File: config.mk
export PLATFORM = sky130hd
export DESIGN_NAME = ewc_lane
export DESIGN_NICKNAME = d
export VERILOG_FILES = /design/src/design/assert_macros.svh /design/src/design/ewc_pkg.sv /design/src/design/ewc_lane.sv
export SDC_FILE = /design/constraint.sdc
export NUM_CORES = 1
export LEC_CHECK = 0
export BUFFER_PORTS_ARGS = -buffer_cell sky130_fd_sc_hd__clkbuf_2
export CAP_MARGIN = 30
export CORE_MARGIN = 2
export CORE_UTILIZATION = 62
export CTS_BUF_LIST = sky130_fd_sc_hd__clkbuf_16
export CTS_CLUSTER_SIZE = 25
export DETAILED_ROUTE_END_ITERATION = 6
export HOLD_SLACK_MARGIN = 0.05
export PLACE_DENSITY = 0.84
export SLEW_MARGIN = 25
export SYNTH_ARGS = -nofsm -noshare
export SYNTH_HDL_FRONTEND = slang
export SYNTH_SLANG_ARGS = --single-unit
File: constraint.sdc
create_clock -name clock -period 16.65 [get_ports clock]
set_input_delay 4.995 -clock clock [delete_from_list [all_inputs] [get_ports clock]]
set_output_delay 4.995 -clock clock [all_outputs]
set_load 0.03 [all_outputs]
File: src/design/assert_macros.svh
// Assertion helpers shared by the RTL.
`ifndef ASSERT_MACROS_SVH
`define ASSERT_MACROS_SVH

// Same-cycle implication, sampled on clock, off while reset is high.
`define EWC_ASSERT_IMPLY(lbl, pre, post, msg) \
   lbl: assert property (@(posedge clock) disable iff (reset) (pre) |-> (post)) \
      else $error(msg);

// Next-cycle implication, sampled on clock, off while reset is high.
`define EWC_ASSERT_NEXT(lbl, pre, post, msg) \
   lbl: assert property (@(posedge clock) disable iff (reset) (pre) |=> (post)) \
      else $error(msg);

`endif

File: src/design/ewc_pkg.sv
`timescale 1ns / 1ps
`default_nettype none

package ewc_pkg;

   localparam int DATA_W   = 16;
   localparam int FRAC_W   = DATA_W / 2;
   localparam int LANES    = 4;
   localparam int MAG_W    = 16;
   localparam int WPROD_W  = 2 * DATA_W;
   localparam int OP_W     = 2;
   localparam int CNT_W    = 3;
   localparam int IDX_W    = 2;
   localparam int CSR_IDX_W = 3;

   localparam logic [OP_W-1:0] OP_PROD     = 2'd0;
   localparam logic [OP_W-1:0] OP_SUM      = 2'd1;
   localparam logic [OP_W-1:0] OP_MAX      = 2'd2;
   localparam logic [OP_W-1:0] OP_PROD_INC = 2'd3;

   localparam logic [CSR_IDX_W-1:0] REG_OPERATION   = 3'd0;
   localparam logic [CSR_IDX_W-1:0] REG_INPUTS_USED = 3'd1;
   localparam logic [CSR_IDX_W-1:0] REG_WEIGHT_0    = 3'd2;
   localparam logic [CSR_IDX_W-1:0] REG_WEIGHT_1    = 3'd3;
   localparam logic [CSR_IDX_W-1:0] REG_WEIGHT_2    = 3'd4;
   localparam logic [CSR_IDX_W-1:0] REG_WEIGHT_3    = 3'd5;

   localparam logic [OP_W-1:0]         OPERATION_RST   = OP_SUM;
   localparam logic [CNT_W-1:0]        INPUTS_USED_RST = 3'd2;
   localparam logic signed [DATA_W-1:0] WEIGHT_RST     = 16'sd256;
   localparam logic signed [DATA_W:0]  ONE_Q           = 17'sd256;

   localparam logic signed [DATA_W-1:0] SAT_MAX = 16'sh7fff;
   localparam logic signed [DATA_W-1:0] SAT_MIN = 16'sh8000;

   typedef struct packed {
      logic                       active;
      logic                       neg;
      logic [MAG_W-1:0]           mag;
      logic signed [WPROD_W-1:0]  wprod;
      logic signed [DATA_W-1:0]   elem;
   } ewc_lane_type;

   typedef struct packed {
      logic [OP_W-1:0] op;
      logic [1:0]      shift_sel;
   } ewc_ctrl_type;

endpackage

`default_nettype wire

File: src/design/ewc_lane.sv
`timescale 1ns / 1ps
`default_nettype none

module ewc_lane import ewc_pkg::*; (
   input  wire logic                       clock,
   input  wire logic signed [DATA_W-1:0]   elem,
   input  wire logic signed [DATA_W-1:0]   weight,
   input  wire logic [OP_W-1:0]            op,
   input  wire logic                       active,
   output ewc_lane_type                    lane_ff
);

   logic signed [DATA_W:0]   factor;
   logic [DATA_W:0]          factor_abs;
   logic signed [WPROD_W-1:0] wprod;
   ewc_lane_type             lane_in;

   always_comb begin
      if (op == OP_PROD_INC) begin
         factor = {elem[DATA_W-1], elem} + ONE_Q;
      end else begin
         factor = {elem[DATA_W-1], elem};
      end
      factor_abs = factor[DATA_W] ? (DATA_W+1)'(-factor) : (DATA_W+1)'(factor);
      wprod = WPROD_W'(weight) * WPROD_W'(elem);

      lane_in.active = active;
      lane_in.elem   = elem;
      if (active) begin
         lane_in.neg   = factor[DATA_W];
         lane_in.mag   = factor_abs[MAG_W-1:0];
         lane_in.wprod = wprod;
      end else begin
         lane_in.neg   = 1'b0;
         lane_in.mag   = MAG_W'(1);
         lane_in.wprod = '0;
      end
   end

   always_ff @(posedge clock) begin
      lane_ff <= lane_in;
   end

endmodule

`default_nettype wire

======== Word-level counts from Yosys, hierarchy flattened ========
Cells that the tools add are included.
cells by class
  add/subtract/negate cells ............... 2
  eq/ne operators ......................... 1
  $mul .................................... 1
  mux-type cells .......................... 2
operators with widths
  cell                                            number
  multiplier 16 x 16 -> 32 bit                    1
  adder 16 x 10 -> 17 bit, second input constant  1
  two-way mux 17 bit                              1
  two-way mux 16 bit                              1
  negation 16 bit                                 1
  == test 2 bit, second input constant            1
storage, ports and cells
  input port bits ......................... 36
  logic and storage cells ................. 11
  output and inout port bits .............. 66
  bits in registers ....................... 66

======== Depth between registers and ports, before layout ========
Gate-level depths: netlist of run 1.
  depth in word-level cells ............... 4
  depth in mapped cells ................... 23
  mapped depth without buffers ............ 21

======== Worst setup path before layout of run 1 ========
Ideal clock, no wire load.
  kind .................................... input to register
  from .................................... in elem[1]
  to ...................................... reg lane_ff[47] in the netlist's numbering
  cell stages on the path ................. 21
  slack ................................... 5867 ps
  setup time .............................. 115 ps
  data required time ...................... 16535 ps
  data arrival time ....................... 10668 ps
  cell sequence ........................... clkbuf_1 clkbuf_1 nand2_1 inv_1 fa_1 fa_1 fa_1 fa_1 fa_1 inv_1 fa_1 inv_1 ha_1 a21o_1 a21o_1 a21oi_1 o21ai_1 a2111oi_4 o31ai_1 xnor2_1 and2_1
between the ends
  cells in the longest elaborated chain, start to end .. 1
ends and longest elaborated chain
  item                          line            source
  start: declaration            ewc_lane.sv:6   input wire logic signed [DATA_W-1:0] elem,
  multiplier 16 x 16 -> 32 bit  ewc_lane.sv:25  wprod = WPROD_W'(weight) * WPROD_W'(elem);
  end signal: assignment        ewc_lane.sv:41  lane_ff <= lane_in;
  end: declaration              ewc_lane.sv:10  output ewc_lane_type lane_ff
No other way between the ends.
A chain may end at the register's enable or synchronous reset.

======== Worst setup path in the final report of run 1 ========
Same ends and word-level chain as after synthesis.

==> results.md, run 1 <==
* Post-Synthesis Cells at 1301
* Largest net degree at the start of global routing at 30
* Most frequent cell after synthesis: inv_1
* Die Area at 0.02058 mm^2
* Mean Syn Cell Area at 9.267 um^2
* Slew Viols, Final at 0
* Worst Tran Pin Value at 0.6329 ns
* Slew HR at 57.80%
* Pre-CTS setup slack at 5.538 ns
* Reg with most FFs: lane_ff
* Worst hold start: elem[15]
* EDFF count, synth at 0
* CP Class: input pin to flip-flop
* RSZ-0062 raised after global routing: no
* Post-synth top area share at 43.50%
* FMAX at 92.53 MHz
* Synthesis warning total at 0
* Final min period at 10.81 ns
* CTS tree: yes
* DR WL met2 at 14.50 mm
* Share of layout cells above drive strength 1 at 10.02%
* P&R area growth vs syn at 7.877%
* Area of the multi-input gates at 0.009363 mm^2
* Vias at 9002
* Hold-fix buffers, CTS at 0
* Yosys reg bits at 66
* Largest register FFs at 66
* DRT iter0 DRCs at 553
* DRC violations left at 0
* Mapped Area at 0.01206 mm^2
* Detailed Place HPWL at 21.83 mm
* Placer Congestion at 0.9060
* Crit path required time at 16.90 ns
* Reg clk slew, reported paths at 0.06 ns
* Post-synth top flop: dfxtp_1
* Placed cell areas at 0.01268 mm^2
* Cell type with the largest total area after synthesis: fa_1
* Final setup fails at 0
* Die Height at 143.5 um
* Total GRT Usage at 28.58%
* Synth top area cells: fa_1 (44%), dfxtp_1 (11%), inv_1 (9.6%)
* Vias in the first global route at 9426
* Ant diodes at 0
* Share of the yosys chip area belonging to registers at 10.96%
* Initial antenna violation count at 0
* Crit Path Max Fanout at 19
* Core area at 0.01927 mm^2
* Library cells used by synthesis at 68
* Core Rows at 51
* Asr flop ratio synth at 0%
* Crit end category: flip-flop
* Post-CTS Setup Repair Bufs at 0
* Longest Clk Path Bufs at 2
* CP startpoint: elem[1]
* CP startpoint kind: input pin
* Worst Hold Class: input pin to flip-flop
* Final Instance Area at 0.01301 mm^2
* Nets at 1744
* Final setup TNS at 0 ns
* WL met3 at 1.832 mm
* Drt wl/cell at 16.95 um
* GR Overflow Total at 0
* Final period util at 64.91%
* FF/Latch Area at 0.001321 mm^2
* Synth Net Count at 1683
* First-pass GRT wire length at 45.11 mm
* DRT antenna net count at 0
* Fillers at 1484
* Root Buffer: clkbuf_16
* Vias per cell at 5.516
* Top Registers: lane_ff x66
* CTS Buf Count at 9
* Arr. time, crit path at 11.06 ns
* Final wirelength at 27.67 mm
* Count of buffers from port buffering at 101
* Initial Util at 62.56%
* Final WS setup at 5.842 ns
* Sink Count at 66
* Cts repair resizes at 0
* Max_cap viols at 0
* Outcome: complete, no violations
* Uppermost layer routed: met4
* Top-level port count at 102
* Die extent in x at 143.5 um
* Met1 WL at 9.891 mm
* Final Hold Vio Count at 0
* Total iterations of the first detailed-routing run at 5
* Synth cell count leaders: inv_1 (307), fa_1 (262), nand2_1 (139), and2_1 (121), ha_1 (84)
* # H-tree levels at 3
==> cells by family (layout without fill, tap and decap cells) <==
group	after synthesis	in the layout	share of synthesized area, %
simple gates	391	391	16.59
buf+inv	359	425	11.38
fa+ha+maj	346	346	52.22
compound gates	91	91	5.241
flops	66	66	10.96
xor+xnor	43	43	3.186
mux	5	5	0.4151
==> critical path, stage by stage <==
cell	delay [ns]
clkbuf_2	0.26
nand2_1	0.19
inv_1	0.10
fa_1	0.68
fa_1	0.85
fa_1	0.51
fa_1	0.51
fa_1	0.50
inv_1	0.06
fa_1	0.48
inv_1	0.04
ha_1	0.35
a21o_1	0.19
a21o_1	0.18
a21oi_1	0.19
o21ai_1	0.14
a2111oi_4	0.40
o31ai_1	0.14
xnor2_1	0.13
and2_1	0.15
==> cell usage in the layout (no fill, tap or decap), drive strengths merged, types with 3 or more instances in the layout <==
master / synthesis / layout
nor2b: 6 / 6
clkbuf: 42 / 110
a211oi: 4 / 4
mux2i: 5 / 5
fa: 262 / 262
inv: 307 / 309
nand2b: 10 / 10
and3: 6 / 6
o21ai: 12 / 12
dfxtp: 66 / 66
nand3: 9 / 9
nor2: 55 / 55
xnor2: 28 / 28
nand4: 3 / 3
a21o: 11 / 11
ha: 84 / 84
o21bai: 4 / 4
a21oi: 32 / 32
nor3: 10 / 10
clkinv: 0 / 3
and2: 125 / 125
xor2: 15 / 15
or3: 8 / 8
a31oi: 7 / 7
o211ai: 3 / 3
nor3b: 3 / 3
nand2: 139 / 139
==> path summary, 6_finish.rpt <==
| check | slack, ns | cells past startpoint | to |
|---|---|---|---|
| hold / removal | 4.88 | 1 | lane_ff[15] |
| setup / recovery | 5.84 | 20 | lane_ff[47] |
==> metal layers <==
layer | GRT usage, % | up-vias
met3 | 4.698 | 103
met1 | 34.11 | 4520
li1 | - | 3972
met2 | 49.85 | 407
met4 | 14.96 | 0
met5 | 0 | -
==> metrics by stage <==
| step | std cells | util [%] | hold slack, ns |
|---|---|---|---|
| global route | 1632 | 67.49 | 4.900 |
| global placement | 1616 | 65.80 | 5.252 |
| floorplan | 1301 | - | 5.023 |
| finish | 1632 | 67.49 | 4.883 |
| detailed placement | 1616 | 65.80 | 5.249 |
| CTS | 1632 | 67.49 | 4.884 |
==> layout make-up <==
class / count / share of cell area [%]
tap: 265 / 2.549
timing repair buffer: 102 / 3.944
clock buffer: 9 / 1.732
multi-input combinational: 876 / 71.99
clock inverter: 7 / 0.7696
sequential: 66 / 10.16
inverter: 307 / 8.860
Power of run 1 is not shown: default switching activity piles up to over one toggle a cycle in this logic, so the estimate is an artifact.
==> run 2: changes to the inputs <==
- CORE_UTILIZATION: 62 -> 57
- PLACE_DENSITY: 0.84 -> 0.82
- clock period: 16.65 -> 9.5 ns (I/O delays scaled with it)
==> run 2 against run 1 <==
  * Critical path type unchanged
  * Flip-flop and latch count stayed put
  * Sequential share of layout area hardly changed
  * Critical path depth stayed put
==> results.md, run 2 (synthesized netlist as in run 1, its figures left out) <==
* CP startpoint: elem[4]
* Worst Hold Class: input pin to flip-flop
* DRT antenna net count at 0 (unchanged)
* DRT iter0 DRCs at 399 (-28%)
* Most common cell after layout, fill and taps aside: inv_1
* Final min period at 8.626 ns
* Crit path required time at 9.74 ns (-7.16 ns)
* Final wirelength at 27.63 mm (-0.14%)
* Total iterations of the first detailed-routing run at 5 (unchanged)
* Max_cap viols at 0 (unchanged)
* Root Buffer: clkbuf_16
* Die Height at 149.4 um (+4.2%)
* GR Overflow Total at 0 (unchanged)
* Core Rows at 53 (+3.9%)
* Drt wl/cell at 16.75 um (-1.2%)
* # H-tree levels at 3 (unchanged)
* Crit end category: flip-flop
* Worst path bufs/invs at 4 (unchanged)
* Slew Viols, Final at 0 (unchanged)
* Total GRT Usage at 26.31% (-2.3 points)
* Post-CTS Setup Repair Bufs at 0 (unchanged)
* CTS tree: yes
* Vias per cell at 5.461 (-0.99%)
* Critical path cell sequence: clkbuf_2 > nand2_1 > fa_1 > inv_1 > fa_1 > fa_1 > fa_1 > fa_1 > inv_1 > fa_1 > inv_1 > ha_1 > a21o_1 > a21o_1 > a21oi_1 > o21ai_1 > a2111oi_4 > o31ai_1 > xnor2_1 > and2_1
* Core area at 0.02089 mm^2 (+8.4%)
* Ant diodes at 0 (unchanged)
* Hold WS at 2.790 ns (-2.093 ns)
* Hold-fix buffers, CTS at 0 (unchanged)
* Outcome: complete, no violations
* Vias at 9006 (+0.044%)
* Top-level port count at 102 (unchanged)
* Initial antenna violation count at 0 (unchanged)
* Nets at 1751 (+0.40%)
* Final setup TNS at 0 ns (unchanged)
* P&R area growth vs syn at 8.209%
* Final period util at 90.80%
* Worst Tran Pin Value at 0.6467 ns (+0.01372 ns)
* Sink Count at 66 (unchanged)
* Worst hold start: elem[15]
* Vias in the first global route at 9891 (+4.9%)
* CP startpoint kind: input pin
* Top Registers: lane_ff x66
* CP max stage cell: fa_1
* CP Class: input pin to flip-flop
* Final setup fails at 0 (unchanged)
* Hold Crit Depth at 2 (+1)
* Final Hold Vio Count at 0 (unchanged)
* Reg clk slew, reported paths at 0.06 ns (about the same)
* Crit Path Max Fanout at 21 (+2)
* Count of buffers from port buffering at 101 (unchanged)
* Most frequent cells in the layout: inv_1 (307), fa_1 (262), nand2_1 (139), and2_1 (121), clkbuf_2 (101)
* Die Area at 0.02233 mm^2 (+8.5%)
* Crit path max-delay family: adder cells
* Cts repair resizes at 0 (unchanged)
* CTS Buf Count at 9 (unchanged)
* Placer Congestion at 0.8892 (-1.9%)
* Slew HR at 56.89% (-0.91 points)
* Longest Clk Path Bufs at 2 (unchanged)
* Share of layout cells above drive strength 1 at 10.48% (+0.46 points)
* Final core utilization at 62.46% (-5.0 points)
* Worst Hold End: lane_ff[15]
* Initial Util at 57.72% (-4.8 points)
* Crit path top cell by count: fa_1
* First-pass GRT wire length at 45.79 mm (+1.5%)
* FMAX at 115.9 MHz
* Arr. time, crit path at 8.87 ns (-2.19 ns)
* DRC violations left at 0 (unchanged)
* RSZ-0062 raised after global routing: no
* Largest net degree at the start of global routing at 41 (+37%)
* Detailed Place HPWL at 22.31 mm (+2.2%)
* Reg with most FFs: lane_ff
* Largest register FFs at 66 (unchanged)
* Delay of the slowest critical-path stage at 0.72 ns (-0.13 ns)
* Die extent in x at 149.4 um (+4.2%)
run 2: metal layers:
layer | GRT usage [%] | vias up | part of all wire (%)
li1 | - | 3992 | -
met1 | 30.15 | 4599 | 36
met2 | 48.67 | 321 | 55
met3 | 2.713 | 94 | 4.8
met4 | 13.24 | 0 | 4.8
met5 | 0 | - | 0
run 2: cell type report:
type                    instances  area, um^2
multi-input cells             876        9363
fillers                      1693        7843
flip-flops and latches         66        1321
inverters                     307        1152
repair buffers                109       565.5
well taps                     275       344.1
clock buffers                   9       225.2
clock inverters                 7       75.07
run 2: how the worst max path moves through the flow:
stage	to	slack, ns	cells past startpoint
2_1_floorplan	lane_ff[47]	0.86	21
3_3_place_gp	lane_ff[47]	0.81	20
3_5_place_dp	lane_ff[47]	0.62	20
4_1_cts	lane_ff[47]	0.90	20
5_1_grt	lane_ff[47]	0.63	20
6_report	lane_ff[47]	0.87	20
run 2: through the flow:
step | instance area (um^2) | std cells | worst slack [ns]
6_report | 13050 | 1649 | 0.8740
3_5_place_dp | 12750 | 1633 | 0.6157
3_3_place_gp | 12750 | 1633 | 0.8139
5_1_grt | 13050 | 1649 | 0.6273
2_1_floorplan | 12060 | 1301 | 0.8618
4_1_cts | 13050 | 1649 | 0.9013
Power of run 2 is left out for the same reason.
