[src/design/assert_macros.svh]
// Assertion helpers shared by the RTL.
`ifndef ASSERT_MACROS_SVH
`define ASSERT_MACROS_SVH

// Same-cycle implication, sampled on clock, off while reset is high.
`define EWC_ASSERT_IMPLY(lbl, pre, post, msg) \
   lbl: assert property (@(posedge clock) disable iff (reset) (pre) |-> (post)) \
      else $error(msg);

// Next-cycle implication, sampled on clock, off while reset is high.
`define EWC_ASSERT_NEXT(lbl, pre, post, msg) \
   lbl: assert property (@(posedge clock) disable iff (reset) (pre) |=> (post)) \
      else $error(msg);

`endif

[src/design/ewc_pkg.sv]
`timescale 1ns / 1ps
`default_nettype none

package ewc_pkg;

   localparam int DATA_W   = 16;
   localparam int FRAC_W   = DATA_W / 2;
   localparam int LANES    = 4;
   localparam int MAG_W    = 16;
   localparam int WPROD_W  = 2 * DATA_W;
   localparam int OP_W     = 2;
   localparam int CNT_W    = 3;
   localparam int IDX_W    = 2;
   localparam int CSR_IDX_W = 3;

   localparam logic [OP_W-1:0] OP_PROD     = 2'd0;
   localparam logic [OP_W-1:0] OP_SUM      = 2'd1;
   localparam logic [OP_W-1:0] OP_MAX      = 2'd2;
   localparam logic [OP_W-1:0] OP_PROD_INC = 2'd3;

   localparam logic [CSR_IDX_W-1:0] REG_OPERATION   = 3'd0;
   localparam logic [CSR_IDX_W-1:0] REG_INPUTS_USED = 3'd1;
   localparam logic [CSR_IDX_W-1:0] REG_WEIGHT_0    = 3'd2;
   localparam logic [CSR_IDX_W-1:0] REG_WEIGHT_1    = 3'd3;
   localparam logic [CSR_IDX_W-1:0] REG_WEIGHT_2    = 3'd4;
   localparam logic [CSR_IDX_W-1:0] REG_WEIGHT_3    = 3'd5;

   localparam logic [OP_W-1:0]         OPERATION_RST   = OP_SUM;
   localparam logic [CNT_W-1:0]        INPUTS_USED_RST = 3'd2;
   localparam logic signed [DATA_W-1:0] WEIGHT_RST     = 16'sd256;
   localparam logic signed [DATA_W:0]  ONE_Q           = 17'sd256;

   localparam logic signed [DATA_W-1:0] SAT_MAX = 16'sh7fff;
   localparam logic signed [DATA_W-1:0] SAT_MIN = 16'sh8000;

   typedef struct packed {
      logic                       active;
      logic                       neg;
      logic [MAG_W-1:0]           mag;
      logic signed [WPROD_W-1:0]  wprod;
      logic signed [DATA_W-1:0]   elem;
   } ewc_lane_type;

   typedef struct packed {
      logic [OP_W-1:0] op;
      logic [1:0]      shift_sel;
   } ewc_ctrl_type;

endpackage

`default_nettype wire

[src/design/ewc_merge.sv]
`timescale 1ns / 1ps
`default_nettype none

module ewc_merge import ewc_pkg::*; (
   input  wire logic                      clock,
   input  wire ewc_lane_type              lanes [LANES],
   input  wire ewc_ctrl_type              ctrl,
   output logic signed [DATA_W-1:0]       combined_ff,
   output logic [IDX_W-1:0]               winner_ff
);

   // pair stage
   logic [2*MAG_W-1:0]          m01_ff, m23_ff;
   logic                        n01_ff, n23_ff;
   logic signed [WPROD_W:0]     s01_ff, s23_ff;
   logic signed [DATA_W-1:0]    x01_ff, x23_ff;
   logic [IDX_W-1:0]            i01_ff, i23_ff;
   logic                        v23_ff;
   ewc_ctrl_type                ctrl_a_ff;
   logic signed [DATA_W-1:0]    x01_in, x23_in;
   logic [IDX_W-1:0]            i01_in, i23_in;

   // combine stage
   logic [4*MAG_W-1:0]          prod_ff;
   logic                        pneg_ff;
   logic signed [WPROD_W+1:0]   sum_ff;
   logic signed [DATA_W-1:0]    xmax_ff;
   logic [IDX_W-1:0]            imax_ff;
   ewc_ctrl_type                ctrl_b_ff;
   logic signed [DATA_W-1:0]    xmax_in;
   logic [IDX_W-1:0]            imax_in;

   // rounding stage
   logic [4*MAG_W-FRAC_W-1:0]   prod_shift;
   logic                        prod_half;
   logic [4*MAG_W-FRAC_W:0]     prod_rnd;
   logic signed [DATA_W-1:0]    prod_res;
   logic signed [WPROD_W+2:0]   sum_biased;
   logic signed [WPROD_W+2-FRAC_W:0] sum_q;
   logic signed [DATA_W-1:0]    sum_res;
   logic signed [DATA_W-1:0]    combined_in;
   logic [IDX_W-1:0]            winner_in;

   always_comb begin
      if (lanes[0].elem > lanes[1].elem) begin
         x01_in = lanes[0].elem;
         i01_in = IDX_W'(0);
      end else begin
         x01_in = lanes[1].elem;
         i01_in = IDX_W'(1);
      end
      if (lanes[3].active && (lanes[3].elem > lanes[2].elem)) begin
         x23_in = lanes[3].elem;
         i23_in = IDX_W'(3);
      end else begin
         x23_in = lanes[2].elem;
         i23_in = IDX_W'(2);
      end
   end

   always_ff @(posedge clock) begin
      m01_ff    <= lanes[0].mag * lanes[1].mag;
      m23_ff    <= lanes[2].mag * lanes[3].mag;
      n01_ff    <= lanes[0].neg ^ lanes[1].neg;
      n23_ff    <= lanes[2].neg ^ lanes[3].neg;
      s01_ff    <= (WPROD_W+1)'($signed(lanes[0].wprod)) + (WPROD_W+1)'($signed(lanes[1].wprod));
      s23_ff    <= (WPROD_W+1)'($signed(lanes[2].wprod)) + (WPROD_W+1)'($signed(lanes[3].wprod));
      x01_ff    <= x01_in;
      i01_ff    <= i01_in;
      x23_ff    <= x23_in;
      i23_ff    <= i23_in;
      v23_ff    <= lanes[2].active;
      ctrl_a_ff <= ctrl;
   end

   // later pair wins only when strictly greater
   always_comb begin
      if (v23_ff && (x23_ff > x01_ff)) begin
         xmax_in = x23_ff;
         imax_in = i23_ff;
      end else begin
         xmax_in = x01_ff;
         imax_in = i01_ff;
      end
   end

   always_ff @(posedge clock) begin
      prod_ff   <= (4*MAG_W)'(m01_ff) * (4*MAG_W)'(m23_ff);
      pneg_ff   <= n01_ff ^ n23_ff;
      sum_ff    <= (WPROD_W+2)'(s01_ff) + (WPROD_W+2)'(s23_ff);
      xmax_ff   <= xmax_in;
      imax_ff   <= imax_in;
      ctrl_b_ff <= ctrl_a_ff;
   end

   always_comb begin
      unique case (ctrl_b_ff.shift_sel)
         2'd2: begin
            prod_shift = (4*MAG_W-FRAC_W)'(prod_ff[4*MAG_W-1:2*FRAC_W]);
            prod_half  = prod_ff[2*FRAC_W-1];
         end
         2'd3: begin
            prod_shift = (4*MAG_W-FRAC_W)'(prod_ff[4*MAG_W-1:3*FRAC_W]);
            prod_half  = prod_ff[3*FRAC_W-1];
         end
         default: begin
            prod_shift = prod_ff[4*MAG_W-1:FRAC_W];
            prod_half  = prod_ff[FRAC_W-1];
         end
      endcase
      prod_rnd = {1'b0, prod_shift} + (4*MAG_W-FRAC_W+1)'(prod_half);

      if (pneg_ff) begin
         if (prod_rnd > (4*MAG_W-FRAC_W+1)'(32768)) begin
            prod_res = SAT_MIN;
         end else begin
            prod_res = -$signed(prod_rnd[DATA_W-1:0]);
         end
      end else begin
         if (prod_rnd > (4*MAG_W-FRAC_W+1)'(32767)) begin
            prod_res = SAT_MAX;
         end else begin
            prod_res = $signed(prod_rnd[DATA_W-1:0]);
         end
      end

      // ties away from zero: bias one less below zero, then floor
      sum_biased = {sum_ff[WPROD_W+1], sum_ff}
                   + (sum_ff[WPROD_W+1] ? (WPROD_W+3)'(127) : (WPROD_W+3)'(128));
      sum_q = sum_biased[WPROD_W+2:FRAC_W];
      if (sum_q > (WPROD_W+3-FRAC_W)'(signed'(SAT_MAX))) begin
         sum_res = SAT_MAX;
      end else if (sum_q < (WPROD_W+3-FRAC_W)'(signed'(SAT_MIN))) begin
         sum_res = SAT_MIN;
      end else begin
         sum_res = sum_q[DATA_W-1:0];
      end

      unique case (ctrl_b_ff.op)
         OP_SUM: begin
            combined_in = sum_res;
            winner_in   = '0;
         end
         OP_MAX: begin
            combined_in = xmax_ff;
            winner_in   = imax_ff;
         end
         default: begin
            combined_in = prod_res;
            winner_in   = '0;
         end
      endcase
   end

   always_ff @(posedge clock) begin
      combined_ff <= combined_in;
      winner_ff   <= winner_in;
   end

endmodule

`default_nettype wire

[config.mk]
export PLATFORM = sky130hd
export DESIGN_NAME = ewc_merge
export DESIGN_NICKNAME = d
export VERILOG_FILES = /design/src/design/assert_macros.svh /design/src/design/ewc_pkg.sv /design/src/design/ewc_merge.sv
export SDC_FILE = /design/constraint.sdc
export NUM_CORES = 2
export LEC_CHECK = 0
export BUFFER_PORTS_ARGS = -buffer_cell sky130_fd_sc_hd__buf_2
export CAP_MARGIN = 5
export CORE_UTILIZATION = 59
export CTS_BUF_LIST = sky130_fd_sc_hd__clkbuf_8 sky130_fd_sc_hd__clkbuf_16
export DETAILED_ROUTE_END_ITERATION = 10
export GPL_ROUTABILITY_DRIVEN = 0
export MAX_ROUTING_LAYER = met4
export PLACE_DENSITY = 0.8
export SYNTH_ARGS = -nofsm -noshare
export SYNTH_HDL_FRONTEND = slang
export SYNTH_SLANG_ARGS = --single-unit
[constraint.sdc]
create_clock -name clock -period 7.9 [get_ports clock]
set_input_delay 1.58 -clock clock [delete_from_list [all_inputs] [get_ports clock]]
set_output_delay 1.58 -clock clock [all_outputs]
set_load 0.02 [all_outputs]
Yosys cells after proc, flatten, opt, wreduce, memory -nomap -nowiden
Cells that the tools add are included.
- logic and storage cells: 62
- output and inout bits: 18
- register bits: 312
- muxes and demuxes: 15
- $add $sub $neg: 6
- multiply operators: 3
- $lt $le $gt $ge: 7
- reduce and logical (&&, ||, !) cells: 2
- bitwise operators: 3
- equality and inequality tests: 4
- operator list (operator ; number):
    two-way mux 16 bit ; 8
    one-hot mux 56 bit (2 select lines) ; 1
    adder 32 x 32 -> 33 bit ; 2
    multiplier 16 x 16 -> 32 bit ; 2
    multiplier 32 x 32 -> 64 bit ; 1
    adder 56 x 1 -> 57 bit ; 1
    > comparator 57 x 15 -> 1 bit (second input constant) ; 1
    > comparator 57 x 16 -> 1 bit (second input constant) ; 1
    > comparator 16 bit ; 3
    adder 34 x 9 -> 35 bit ; 1
    adder 33 x 33 -> 34 bit ; 1
    one-hot mux 16 bit (2 select lines) ; 1
    > comparator 27 x 16 -> 1 bit (second input constant) ; 1
    < comparator 27 x 16 -> 1 bit (second input constant) ; 1
    negator 16 bit ; 1
    two-way mux 8 bit ; 1
    == test 2 bit (second input constant) ; 3
    bitwise XOR 1 bit ; 3
    == test 2 x 1 -> 1 bit (second input constant) ; 1
    logical AND 1 bit ; 2
    two-way mux 1 bit ; 2
    two-way mux 2 bit ; 1
    one-hot mux 1 bit (2 select lines) ; 1

Longest topological paths before layout
- depth after elaboration: 7
- depth in mapped cells: 30

Worst setup path before layout
No wires, ideal clock.
- kind: input -> register
- start point: input port lanes[125] in the netlist's numbering
- end point: register m23_ff[31]
- setup slack: 0.345 ns
- arrival: 7.435 ns
- buffers on the path: 1
- required time: 7.780 ns
- stages: 24
- cell sequence: clkbuf_1 > nand2_1 > fa_1 > inv_1 > fa_1 > fa_1 > fa_1 > inv_1 > fa_1 > inv_1 > fa_1 > ha_1 > a21o_1 > a21o_1 > a31oi_1 > o31ai_1 > and3_1 > o21ai_0 > a21oi_1 > a41oi_1 > a21oi_1 > a211oi_1 > a21oi_1 > xnor2_1
- word-level cells in the longest chain between the ends: 1
- RTL lines (element ; line ; RTL):
    from (decl) ; ewc_merge.sv:6 ; input wire ewc_lane_type lanes [LANES],
    multiplier 16 x 16 -> 32 bit ; ewc_merge.sv:63 ; m23_ff <= lanes[2].mag * lanes[3].mag;
    to (signal assigned) ; ewc_merge.sv:63 ;
    to (decl) ; ewc_merge.sv:13 ; logic [2*MAG_W-1:0] m01_ff, m23_ff;
No other way between the ends.
A chain may end at the register's enable or synchronous reset.

Worst setup path in the final report
- start point: register m01_ff[25]
- end point: register prod_ff[60]
- word-level cells in the longest chain between the ends: 1
- RTL lines (element ; line ; RTL):
    from (decl) ; ewc_merge.sv:13 ;
    from (signal assigned) ; ewc_merge.sv:62 ; m01_ff <= lanes[0].mag * lanes[1].mag;
    multiplier 32 x 32 -> 64 bit ; ewc_merge.sv:88 ; prod_ff <= (4*MAG_W)'(m01_ff) * (4*MAG_W)'(m23_ff);
    to (signal assigned) ; ewc_merge.sv:88 ;
    to (decl) ; ewc_merge.sv:24 ; logic [4*MAG_W-1:0] prod_ff;
No other way between the ends.

==> run metrics <==
flop2flop setup slack=0.33 ns; Root Driver=clkbuf_16; Syn-to-layout area delta=8.30%; Yosys top cell area share=39.8%; CTS Buffer Depth=3; Reg clk slew, reported paths=0.06 ns; core region area=0.109 sq mm; Async S/R FF share, synth=0%; I/O Pins=287; Vias=49228; DP HPWL=135 mm; final-stage net count=9567; worst-path maximum fanout=9; ranking of synthesized cells by area=fa_1 (40%), ha_1 (12%), dfxtp_1 (9.4%); fmax=132 MHz; die footprint=0.111 sq mm; FP Rows=121; synthesis-stage register bit count=303; syn avg cell area=9.09 sq um; Worst Tran Pin Value=0.981 ns; Setup crit end kind=register; Max-Slew Margin vs Limit=34.6%; cell taking the most area after synthesis=fa_1; Synth Flop Type=dfxtp_1; DR DRC count=0; Detailed Route WL=158 mm; Slew Limit Fails=0; most frequent cells in the layout=inv_1 (1413), fa_1 (1286), nand2_1 (893); syn_nets=9300; synthesis warning total=0; sequential fraction of the synthesis area=9.37%; largest net degree at the start of global routing=85; Buffers on Ports=284; first-iteration detailed-routing DRC count=3421; wire per inst=17.9 um; TritonCTS clock tree=yes; metal1 wirelength=62.5 mm; Setup Skew=0.0253 ns; Final Cell Area=0.0701 sq mm; initial antenna violation count=1; # setup viols final=0; setup TNS=0 ns; Setup Buffers After CTS=0; CP required=8.39 ns; Netlist cell types=87; type of origin of the critical path=register; Max Used Layer=met4; commonest non-fill, non-tap cell in the layout=inv_1; CTS Sinks=303; clock buffer count from CTS=35; fin crit share=95.8%; Util after Layout=64.4%; vias in the first global route=53408; drt first pass iters=6; Initial Util=59.5%; metal3 WL=13.4 mm; Die Span Y=333 um; Chip Width=333 um; Worst-Skew Late Latency=0.57 ns; via-per-instance ratio=5.58; status=finished, final reports clean; H-Tree Depth=2; Final Hold Vio Count=0; GRT Util Overall=30.1%; met2 WL=77.5 mm; post-route ant nets=0; total global routing overflow=0; Post-synth EDFFs=0; Worst EP arrival=8.06 ns; Post-Syn Instances=7119; share of layout cells above drive strength 1=9.54%; dpl cell area=0.0688 sq mm; Post-Syn Area=0.0647 sq mm; worst setup path category=reg2reg; Hold/Removal Path Class=reg2reg; Max Cap Viol=0; RSZ-0062 raised after global routing=false; Tmin final=7.57 ns; first-pass GRT wire length=262 mm
registers in the layout, summed over array words and instances, names as in the netlist, 32 cells and up:
register  count
prod_ff      57
sum_ff       34
s01_ff       33
s23_ff       33
m01_ff       32
m23_ff       32
worst max-delay path, stage by stage (launching register included):
cell and delay (ns):
dfxtp_1 0.66, buf_4 0.25, and2_1 0.17, fa_1 0.44, fa_1 0.51, fa_1 0.52
inv_1 0.07, fa_1 0.49, inv_1 0.06, fa_1 0.54, fa_1 0.47, fa_1 0.43
fa_1 0.47, ha_1 0.30, a21o_1 0.16, a21o_1 0.17, a21oi_1 0.15, o21ai_0 0.12
a21oi_1 0.25, nand2_1 0.11, o2111ai_1 0.31, a21oi_2 0.13, buf_4 0.15, o21ai_0 0.15
nand2_1 0.09, a21oi_1 0.18, xnor2_1 0.13
stage by stage:
stage	hold slack [ns]	setup WS (ns)	instances
floorplan	0.310	0.345	7119
global placement	0.317	0.0995	8763
detailed placement	0.318	0.0403	8763
CTS	0.340	0.0461	8826
finish	0.335	0.335	8827
global route	0.348	0.00748	8827
kinds of logic (layout without fill, tap and decap cells):
logic type	after synthesis	after routing	share of synthesized area, %
other cells	0	1	0
simple gates	2200	2200	17.2
xor+xnor	244	244	3.30
mux	90	90	1.50
buf+inv	1707	2000	10.1
compound gates	663	663	6.65
fa+ha+maj	1912	1912	51.9
flops	303	303	9.37
layer usage:
| layer | vias to the layer above | track usage [%] |
|---|---|---|
| met2 | 2081 | 50.7 |
| met1 | 24528 | 37.4 |
| met4 | 0 | 9.11 |
| met3 | 342 | 4.52 |
| li1 | 22277 | - |
| met5 | - | - |
path summary, 6_finish.rpt:
check / start / end / cells past startpoint
hold reg to reg: ctrl_a_ff[3] / ctrl_b_ff[3] / 0
hold / removal: ctrl_a_ff[3] / ctrl_b_ff[3] / 0
setup / recovery: m01_ff[25] / prod_ff[60] / 26
setup reg to reg: m01_ff[25] / prod_ff[60] / 26
timing repair:
action,4_1_cts,5_1_grt
hold buffers,0,0
resized for setup,0,42
hold endpoints to repair,0,0
endpoints found under the setup margin,0,17
Yosys cell counts (all sizes together) (5+ instances only):
cell type	count
a221oi	19
inv	1411
nor2b	34
and3	26
a31oi	32
o21ai	133
or3	24
nand4b	5
o21bai	28
o22ai	7
nor3b	5
a21boi	5
a41oi	9
clkbuf	270
or4	6
a21o	103
nand4	38
nand3b	8
nand3	75
mux2i	47
dfxtp	303
o31a	7
nand2b	27
nand2	893
a31o	10
o211ai	8
nor3	64
o211a	6
a211oi	10
o21a	45
a211o	7
o31ai	14
nor4	15
and4	6
a21oi	184
or2	13
buf	26
mux2	43
xor2	75
ha	626
nor2	167
fa	1286
and2	790
xnor2	169
cell type report:
cell class | instances | area (sq um)
clock buffer | 41 | 981
clock inverter | 22 | 279
timing repair buffer | 526 | 3490
inverter | 1411 | 5300
fill | 8539 | 38800
tap | 1414 | 1770
antenna | 1 | 2.50
sequential | 303 | 6120
multi-input combinational | 5109 | 52200
Power is left out: the tool's default activity adds up to more than one toggle a clock period on the data nets, which glitch-free logic cannot reach.
